$ cat config.mk
export PLATFORM = sky130hd
export DESIGN_NAME = modlinear_basis_transpose_accumulate
export DESIGN_NICKNAME = d
export VERILOG_FILES = /design/src/rtl/core/mlbta_pkg.sv /design/src/rtl/core/modlinear_basis_transpose_accumulate.sv
export SDC_FILE = /design/constraint.sdc
export NUM_CORES = 2
export LEC_CHECK = 0
export BUFFER_PORTS_ARGS = -buffer_cell sky130_fd_sc_hd__buf_2
export CORE_MARGIN = 3
export CORE_UTILIZATION = 45
export DETAILED_ROUTE_END_ITERATION = 8
export GPL_ROUTABILITY_DRIVEN = 0
export SLEW_MARGIN = 20
export SYNTH_ARGS = -nofsm -noshare
export SYNTH_HDL_FRONTEND = slang
export SYNTH_SLANG_ARGS = --single-unit
$ cat constraint.sdc
create_clock -name clk -period 10.92 [get_ports clk]
set_input_delay 1.638 -clock clk [delete_from_list [all_inputs] [get_ports clk]]
set_output_delay 1.638 -clock clk [all_outputs]
set_load 0.01 [all_outputs]
$ cat src/rtl/core/mlbta_pkg.sv
package mlbta_pkg;

	// field widths
	localparam int COORD_W  = 16;
	localparam int LEVEL_W  = 5;
	localparam int POS_W    = 16;
	localparam int WEIGHT_W = 32;
	localparam int PROD_W   = 40;
	localparam int ACC_W    = 48;

	// shared multiplier: half of the running product by a 32 bit operand
	localparam int PROD_HALF = PROD_W / 2;
	localparam int MUL_B_W   = 32;
	localparam int MUL_W     = PROD_HALF + MUL_B_W;

	// default parameter values
	localparam int FRAC_BITS_DEF = 16;
	localparam int MAX_LEVEL_DEF = 16;

	localparam logic signed [ACC_W-1:0] ACC_MAX = {1'b0, {(ACC_W-1){1'b1}}};
	localparam logic signed [ACC_W-1:0] ACC_MIN = {1'b1, {(ACC_W-1){1'b0}}};

	typedef struct packed {
		logic [COORD_W-1:0]         coord;
		logic [LEVEL_W-1:0]         level_exp;
		logic [POS_W-1:0]           grid_pos;
		logic signed [WEIGHT_W-1:0] weight;
		logic                       last_dim;
		logic                       last_point;
	} item_t;

	typedef struct packed {
		logic signed [ACC_W-1:0] sum;
		logic                    saturated;
	} result_t;

	typedef enum logic [9:0] {
		ST_IDLE   = 10'b00_0000_0001,
		ST_HAT    = 10'b00_0000_0010,
		ST_P_LO   = 10'b00_0000_0100,
		ST_P_HI   = 10'b00_0000_1000,
		ST_P_UPD  = 10'b00_0001_0000,
		ST_W_HI   = 10'b00_0010_0000,
		ST_W_LO   = 10'b00_0100_0000,
		ST_W_TERM = 10'b00_1000_0000,
		ST_W_ACC  = 10'b01_0000_0000,
		ST_FIN    = 10'b10_0000_0000
	} state_t;

endpackage

$ cat src/rtl/core/modlinear_basis_transpose_accumulate.sv
// sequencing: a beat on a non-final dimension runs ST_HAT, ST_P_LO, ST_P_HI, ST_P_UPD, ST_FIN;
// a final-dimension beat adds ST_W_HI, ST_W_LO, ST_W_TERM and ST_W_ACC before ST_FIN; the sum
// beat is raised from ST_FIN of the last point, later while a previous sum is still unread
// a new beat is taken only in ST_IDLE, once the last one is through; the pace is set by the
// one 20x32 multiplier, used twice for the hat product and twice more for the weight
// reset (arst_n low): sequencer idle, running product 1.0, accumulator and flag cleared,
// no result pending
module modlinear_basis_transpose_accumulate
	import mlbta_pkg::*;
#(
	parameter int FRAC_BITS = FRAC_BITS_DEF,
	parameter int MAX_LEVEL = MAX_LEVEL_DEF
) (
	input  logic    clk,
	input  logic    arst_n,
	input  logic    item_valid,
	output logic    item_ready,
	input  item_t   item,
	output logic    res_valid,
	input  logic    res_ready,
	output result_t res
);

	localparam int F      = FRAC_BITS;
	localparam int UP     = (F >= COORD_W) ? F - COORD_W : 0;  // coord rescale, left
	localparam int DN     = (F < COORD_W) ? COORD_W - F : 0;   // coord rescale, right
	localparam int D_W    = COORD_W + MAX_LEVEL + F + 3;        // hat arithmetic width
	localparam int HAT_W  = F + 2;                              // hat is Q2.F, at most 2.0
	localparam int FULL_W = MUL_W + PROD_HALF;                  // full product update width
	localparam int LO_W   = MUL_W + 2;                          // low partial sum width
	localparam int Q_W    = ACC_W + 1;                          // weighted term magnitude
	localparam int TERM_HI = ACC_W - 1 - PROD_HALF;             // early term overflow bit

	localparam logic [PROD_W-1:0] PROD_ONE = PROD_W'(1) << F;

	state_t state_q, state_d;

	item_t               cur_q;          // captured beat
	logic [HAT_W-1:0]    hat_q;
	logic [MUL_B_W-1:0]  mag_q;          // weight magnitude
	logic [MUL_W-1:0]    mul_q;          // shared multiplier output
	logic [MUL_W-1:0]    part_q;         // first partial product held aside
	logic signed [ACC_W-1:0] term_q;
	logic [PROD_W-1:0]   prod_q;         // running product, Q.F
	logic signed [ACC_W-1:0] acc_q;
	logic                sat_q;
	logic                res_valid_q;
	result_t             res_q;

	// ---------------------------------------------------------------------
	// hat value, evaluated in ST_HAT from the captured beat
	// ---------------------------------------------------------------------
	logic [LEVEL_W-1:0]     lv;
	logic signed [D_W-1:0]  t_d, is_d, one_d, right_d, diff_d, abs_d, v_d;
	logic [HAT_W-1:0]       hat_d;

	always_comb begin
		// level clamped to the deepest supported level
		lv = (cur_q.level_exp > LEVEL_W'(MAX_LEVEL)) ? LEVEL_W'(MAX_LEVEL) : cur_q.level_exp;
		t_d     = $signed(((D_W'(cur_q.coord) << lv) << UP) >> DN);
		is_d    = $signed(D_W'(cur_q.grid_pos) << F);
		one_d   = $signed(D_W'(1) << F);
		right_d = $signed((D_W'(1) << lv) - D_W'(1));
		diff_d  = t_d - is_d;
		abs_d   = diff_d[D_W-1] ? -diff_d : diff_d;
		if (lv <= LEVEL_W'(1)) begin
			v_d = one_d;
		end else if (cur_q.grid_pos == POS_W'(1)) begin
			// left boundary ramp
			v_d = (one_d <<< 1) - t_d;
		end else if ($signed(D_W'(cur_q.grid_pos)) == right_d) begin
			// right boundary ramp
			v_d = diff_d + one_d;
		end else begin
			// interior hat
			v_d = one_d - abs_d;
		end
		hat_d = (v_d > 0) ? HAT_W'(v_d) : '0;
	end

	// ---------------------------------------------------------------------
	// shared multiplier operand select
	// ---------------------------------------------------------------------
	logic [PROD_HALF-1:0] mul_a;
	logic [MUL_B_W-1:0]   mul_b;
	logic                 mul_en;

	always_comb begin
		mul_a  = prod_q[PROD_HALF-1:0];
		mul_b  = MUL_B_W'(hat_q);
		mul_en = 1'b0;
		case (state_q)
			ST_P_LO: begin
				mul_en = 1'b1;
			end
			ST_P_HI: begin
				mul_a  = prod_q[PROD_W-1:PROD_HALF];
				mul_en = 1'b1;
			end
			ST_W_HI: begin
				mul_a  = prod_q[PROD_W-1:PROD_HALF];
				mul_b  = mag_q;
				mul_en = 1'b1;
			end
			ST_W_LO: begin
				mul_b  = mag_q;
				mul_en = 1'b1;
			end
			default: begin
				mul_en = 1'b0;
			end
		endcase
	end

	// ---------------------------------------------------------------------
	// product update: (hi << 20) + lo, rescaled and clamped to 40 bits
	// ---------------------------------------------------------------------
	logic [FULL_W-1:0] full_d;
	logic              prod_ovf;
	logic [PROD_W-1:0] prod_new;

	always_comb begin
		full_d   = (FULL_W'(mul_q) << PROD_HALF) + FULL_W'(part_q);
		prod_ovf = |(full_d >> (F + PROD_W));
		prod_new = prod_ovf ? {PROD_W{1'b1}} : full_d[F +: PROD_W];
	end

	// ---------------------------------------------------------------------
	// weighted term: part_q = high half * mag, mul_q = low half * mag
	// ---------------------------------------------------------------------
	logic [LO_W-1:0]         lo_sum;
	logic [Q_W-1:0]          q_d, limit_d;
	logic                    w_neg, term_ovf;
	logic signed [ACC_W-1:0] term_d;

	always_comb begin
		w_neg   = cur_q.weight[WEIGHT_W-1];
		lo_sum  = (LO_W'(part_q[F-1:0]) << PROD_HALF) + LO_W'(mul_q);
		q_d     = (Q_W'(part_q >> F) << PROD_HALF) + Q_W'(lo_sum >> F);
		limit_d = w_neg ? (Q_W'(1) << (ACC_W - 1)) : ((Q_W'(1) << (ACC_W - 1)) - Q_W'(1));
		// high partial alone already past the range, or the exact magnitude past it
		term_ovf = (|(part_q >> (F + TERM_HI))) || (q_d > limit_d);
		if (term_ovf) begin
			term_d = w_neg ? ACC_MIN : ACC_MAX;
		end else begin
			term_d = w_neg ? -$signed(q_d[ACC_W-1:0]) : $signed(q_d[ACC_W-1:0]);
		end
	end

	// ---------------------------------------------------------------------
	// saturating accumulate
	// ---------------------------------------------------------------------
	logic signed [ACC_W:0]   sum_d;
	logic                    acc_ovf;
	logic signed [ACC_W-1:0] acc_new;

	always_comb begin
		sum_d   = {acc_q[ACC_W-1], acc_q} + {term_q[ACC_W-1], term_q};
		acc_ovf = sum_d[ACC_W] != sum_d[ACC_W-1];
		if (acc_ovf) begin
			acc_new = sum_d[ACC_W] ? ACC_MIN : ACC_MAX;
		end else begin
			acc_new = sum_d[ACC_W-1:0];
		end
	end

	// ---------------------------------------------------------------------
	// sequencer
	// ---------------------------------------------------------------------
	logic accept;
	logic out_free;
	logic emit;

	assign accept   = item_valid && item_ready;
	assign out_free = !res_valid_q || res_ready;
	assign emit     = (state_q == ST_FIN) && cur_q.last_point && out_free;

	always_comb begin
		state_d = state_q;
		case (state_q)
			ST_IDLE: begin
				if (item_valid) state_d = ST_HAT;
			end
			ST_HAT:    state_d = ST_P_LO;
			ST_P_LO:   state_d = ST_P_HI;
			ST_P_HI:   state_d = ST_P_UPD;
			ST_P_UPD:  state_d = cur_q.last_dim ? ST_W_HI : ST_FIN;
			ST_W_HI:   state_d = ST_W_LO;
			ST_W_LO:   state_d = ST_W_TERM;
			ST_W_TERM: state_d = ST_W_ACC;
			ST_W_ACC:  state_d = ST_FIN;
			ST_FIN: begin
				// a finished run waits here only while the previous sum is still held
				if (!cur_q.last_point || out_free) state_d = ST_IDLE;
			end
			default:   state_d = ST_IDLE;
		endcase
	end

	always_ff @(posedge clk or negedge arst_n) begin
		if (!arst_n) begin
			state_q     <= ST_IDLE;
			prod_q      <= PROD_ONE;
			acc_q       <= '0;
			sat_q       <= 1'b0;
			res_valid_q <= 1'b0;
		end else begin
			state_q <= state_d;
			if (state_q == ST_P_UPD) begin
				prod_q <= prod_new;
				if (prod_ovf) sat_q <= 1'b1;
			end
			if (state_q == ST_W_TERM && term_ovf) sat_q <= 1'b1;
			if (state_q == ST_W_ACC) begin
				acc_q  <= acc_new;
				prod_q <= PROD_ONE;
				if (acc_ovf) sat_q <= 1'b1;
			end
			if (emit) begin
				// run is over: product, accumulator and flag back to their starting values, sum raised
				prod_q      <= PROD_ONE;
				acc_q       <= '0;
				sat_q       <= 1'b0;
				res_valid_q <= 1'b1;
			end else if (res_ready) begin
				res_valid_q <= 1'b0;
			end
		end
	end

	// payload registers
	always_ff @(posedge clk) begin
		if (accept) cur_q <= item;
		if (state_q == ST_HAT) begin
			hat_q <= hat_d;
			mag_q <= cur_q.weight[WEIGHT_W-1] ? (~cur_q.weight + 1'b1) : cur_q.weight;
		end
		if (mul_en) mul_q <= MUL_W'(mul_a) * MUL_W'(mul_b);
		if (state_q == ST_P_HI || state_q == ST_W_LO) part_q <= mul_q;
		if (state_q == ST_W_TERM) term_q <= term_d;
		if (emit) begin
			res_q.sum       <= acc_q;
			res_q.saturated <= sat_q;
		end
	end

	assign item_ready = (state_q == ST_IDLE);
	assign res_valid  = res_valid_q;
	assign res        = res_q;

	// ---------------------------------------------------------------------
	// assertions
	// ---------------------------------------------------------------------
	a_accept_starts: assert property (@(posedge clk) disable iff (!arst_n)
		accept |=> state_q == ST_HAT)
		else $error("accepted beat did not start the sequencer");

	a_res_from_fin: assert property (@(posedge clk) disable iff (!arst_n)
		$rose(res_valid) |-> $past(state_q == ST_FIN) && $past(cur_q.last_point))
		else $error("result raised outside the end of a run");

	a_run_cleared: assert property (@(posedge clk) disable iff (!arst_n)
		emit |=> acc_q == '0 && !sat_q && prod_q == PROD_ONE)
		else $error("run state not cleared after the sum beat");

	a_prod_sat_flag: assert property (@(posedge clk) disable iff (!arst_n)
		(state_q == ST_P_UPD) && prod_ovf |=> sat_q && prod_q == {PROD_W{1'b1}})
		else $error("product overflow not clamped and flagged");

	a_busy_no_ready: assert property (@(posedge clk) disable iff (!arst_n)
		(state_q == ST_W_ACC) |=> !item_ready)
		else $error("ready raised before the run state was settled");

endmodule
==> results.md <==
* Worst Hold Depth at 0
* Clk buf depth at 3
* Synth top area cells: fa_1 (22%), edfxtp_1 (19%), ha_1 (8.6%)
* Largest stage delay, worst path at 0.60 ns
* Synth cell count leaders: nand2_1 (694), inv_1 (630), fa_1 (541)
* Post-synthesis cell count at 5505
* Final period util at 95.2%
* Crit path DAT at 10.76 ns
* IO Pins at 126
* R2R Path Start: state_q[5]$_DFFE_PN0P_
* Mapped Area at 50000 um2
* Netlist cell types at 118
* First-pass GRT wire length at 236000 um
* Die Y at 339 um
* Worst hold slack at 0.467 ns
* Crit Path Class: register to register
* Number of port buffers at 125
* DRC Markers at 0
* FF/Latch Area at 12200 um2
* Met1 Usage GRT at 35.6%
* Vias per cell at 5.79
* Post-DR wirelength/cell at 21.2 um
* HPWL after DPL at 118000 um
* GRT Total Usage at 25.7%
* Sequential area share after synthesis at 24.3%
* Gr busiest metal: met2
* Die span in x at 339 um
* WHS Endpoint: res[39]$_DFFE_PP_
* Layout cells sized above 1 at 8.32%
* Share of Yosys cell area claimed by the top area cell type at 21.6%
* DRT Pass-1 Iters at 7
* Yosys warnings at 0
* Worst min path class: register to register
* CTS buffer count at 48
* Die area at 115000 um2
* Slew headroom at 29.8%
* Setup Skew at 0.0273 ns
* Max_cap viols at 0
* Diode count at 0
* Met3 usage at 4.62%
* GRT overflow at 0
* CP startpoint kind: register
* Starting Density at 45.6%
* Cell repeated most along the worst path: fa_1
* Iteration-0 DRC Markers at 3476
* Async SR Flop Fraction at 23.7%
* Crit-path slowest cell: a221oi_1
* Fin nets at 6521
* Endpoint type of the worst setup path: register
* Cell taking the most area after synthesis: fa_1
* Least-Margin Pin Slew at 1.03 ns
* Post-Route WL at 150000 um
* Clk pin slew, worst setup/hold paths at 0.06 ns
* Final setup TNS at 0 ns
* CTS tree: built
* Antenna violations before repair at 2
* Area grow syn2layout at 8.42%
* Critical path required time at 11.28 ns
* Multi-input logic area at 34700 um2
* DRT antenna net count at 0
* Number of global-route vias before repair at 40600
* Finished Layout Cells at 7076
* Most numerous cell in the Yosys netlist: nand2_1
* Final setup violating endpoints at 0
* #FFs+latches synth at 422
* Routing usage on met2 at 41.7%
* H-tree depth at 2
* Fin crit period at 10.40 ns
* Row Count at 121
* Core Region at 110000 um2
* Worst r2r path cells at 37
* R2R Setup Slk at 0.52 ns
* Reg-to-Reg End: mul_q[50]$_DFFE_PP_
* Outcome: complete, no violations
* Achievable clock frequency at 96.1 MHz
* Syn Area/Cell at 9.09 um2
* Placed Cells at 6983
* Post-synth EDFFs at 322
* DR vias at 41000
* Hold Crit Start: acc_q[38]$_DFFE_PN0P_
* Hold Vio Cnt, Final at 0
* Final slew viol count at 0
* Clock Latency Late Sink at 0.63 ns
* Sinks on Clock Net at 422
* Top FF cell, synth: edfxtp_1
* CP Max Fanout at 11
* Post-CTS Hold Fix Bufs at 0
* Syn Nets at 6466
* Clk root buf: clkbuf_16
* Fill cells at 10500
* Unrepaired setup endpoints after global routing: no
* Largest net degree at the start of global routing at 77
## critical path: cells and delay by family (launching register included)
| kind | cells | cell delay (ns) |
|---|---|---|
| xor+xnor | 1 | 0.15 |
| simple gates | 7 | 1.45 |
| mux | 1 | 0.48 |
| fa+ha+maj | 8 | 3.67 |
| compound gates | 13 | 3.13 |
| flops | 1 | 0.47 |
| buf+inv | 7 | 0.79 |
## stage by stage
stage / worst slack, ns / utilization [%] / cell area (um2)
after CTS: 0.230 / 49.4 / 54100
after floorplan: 0.785 / - / 50000
after detailed placement: 0.251 / 47.9 / 52500
after global routing: 0.0240 / 49.5 / 54200
after global placement: 0.502 / 47.9 / 52500
final: 0.519 / 49.5 / 54200
## area by class of cell
class | count | area share [%]
Clock buffer | 65 | 2.48
Sequential cell | 422 | 22.4
Multi-Input combinational cell | 4218 | 64.0
Timing Repair Buffer | 237 | 2.77
Tap cell | 1476 | 3.40
Inverter | 633 | 4.38
Clock inverter | 25 | 0.517
## how the worst max path moves through the flow
stage / start / depth (start not counted) / slack, ns / to
finish: state_q[5]$_DFFE_PN0P_ / 37 / 0.52 / mul_q[50]$_DFFE_PP_
global route: state_q[5]$_DFFE_PN0P_ / 37 / 0.02 / mul_q[50]$_DFFE_PP_
CTS: state_q[5]$_DFFE_PN0P_ / 36 / 0.23 / mul_q[50]$_DFFE_PP_
detailed placement: state_q[5]$_DFFE_PN0P_ / 34 / 0.25 / mul_q[50]$_DFFE_PP_
global placement: state_q[5]$_DFFE_PN0P_ / 34 / 0.50 / mul_q[50]$_DFFE_PP_
floorplan: state_q[5]$_DFFE_PN0P_ / 36 / 0.78 / mul_q[50]$_DFFE_PP_
## cells in the final DEF, fill, tap and decap left out, types with 107 or more instances in the layout
master and instances:
ha_1 345, buf_2 124, o21ai_0 221, nor3_1 114, fa_1 541, nand2_1 692
inv_1 630, a21oi_1 287, nor2_1 503, edfxtp_1 322, buf_4 109, nand3_1 107
xnor2_1 193
## logic make-up after synthesis
group           synth area share [%]
xor+xnor                        4.48
buf+inv                         6.65
other cells                  0.00750
compound gates                  13.8
simple gates                    17.9
fa+ha+maj                       30.3
flops                           24.3
mux                             2.58
## registers in the layout, summed over array words and instances (netlist names)
name,count
acc_q,48
prod_q,40
res_valid,1
state_q,10
hat_q,18
cur_q,71
mag_q,32
mul_q,52
sat_q,1
res,49
part_q,52
term_q,48
## per-layer routing
metal / up-vias / wire (um)
met5: - / 0
met4: 0 / 4160
met3: 236 / 11800
met2: 1562 / 68900
met1: 20200 / 64900
li1: 18900 / -
## timing repair
item / 4_1_cts / 5_1_grt
setup endpoints to repair: 0 / 6
setup buffers: 0 / 1
gates resized for setup: 0 / 12
Power is left out: the tool's default activity adds up to more than one toggle a clock period on the data nets, which glitch-free logic cannot reach.
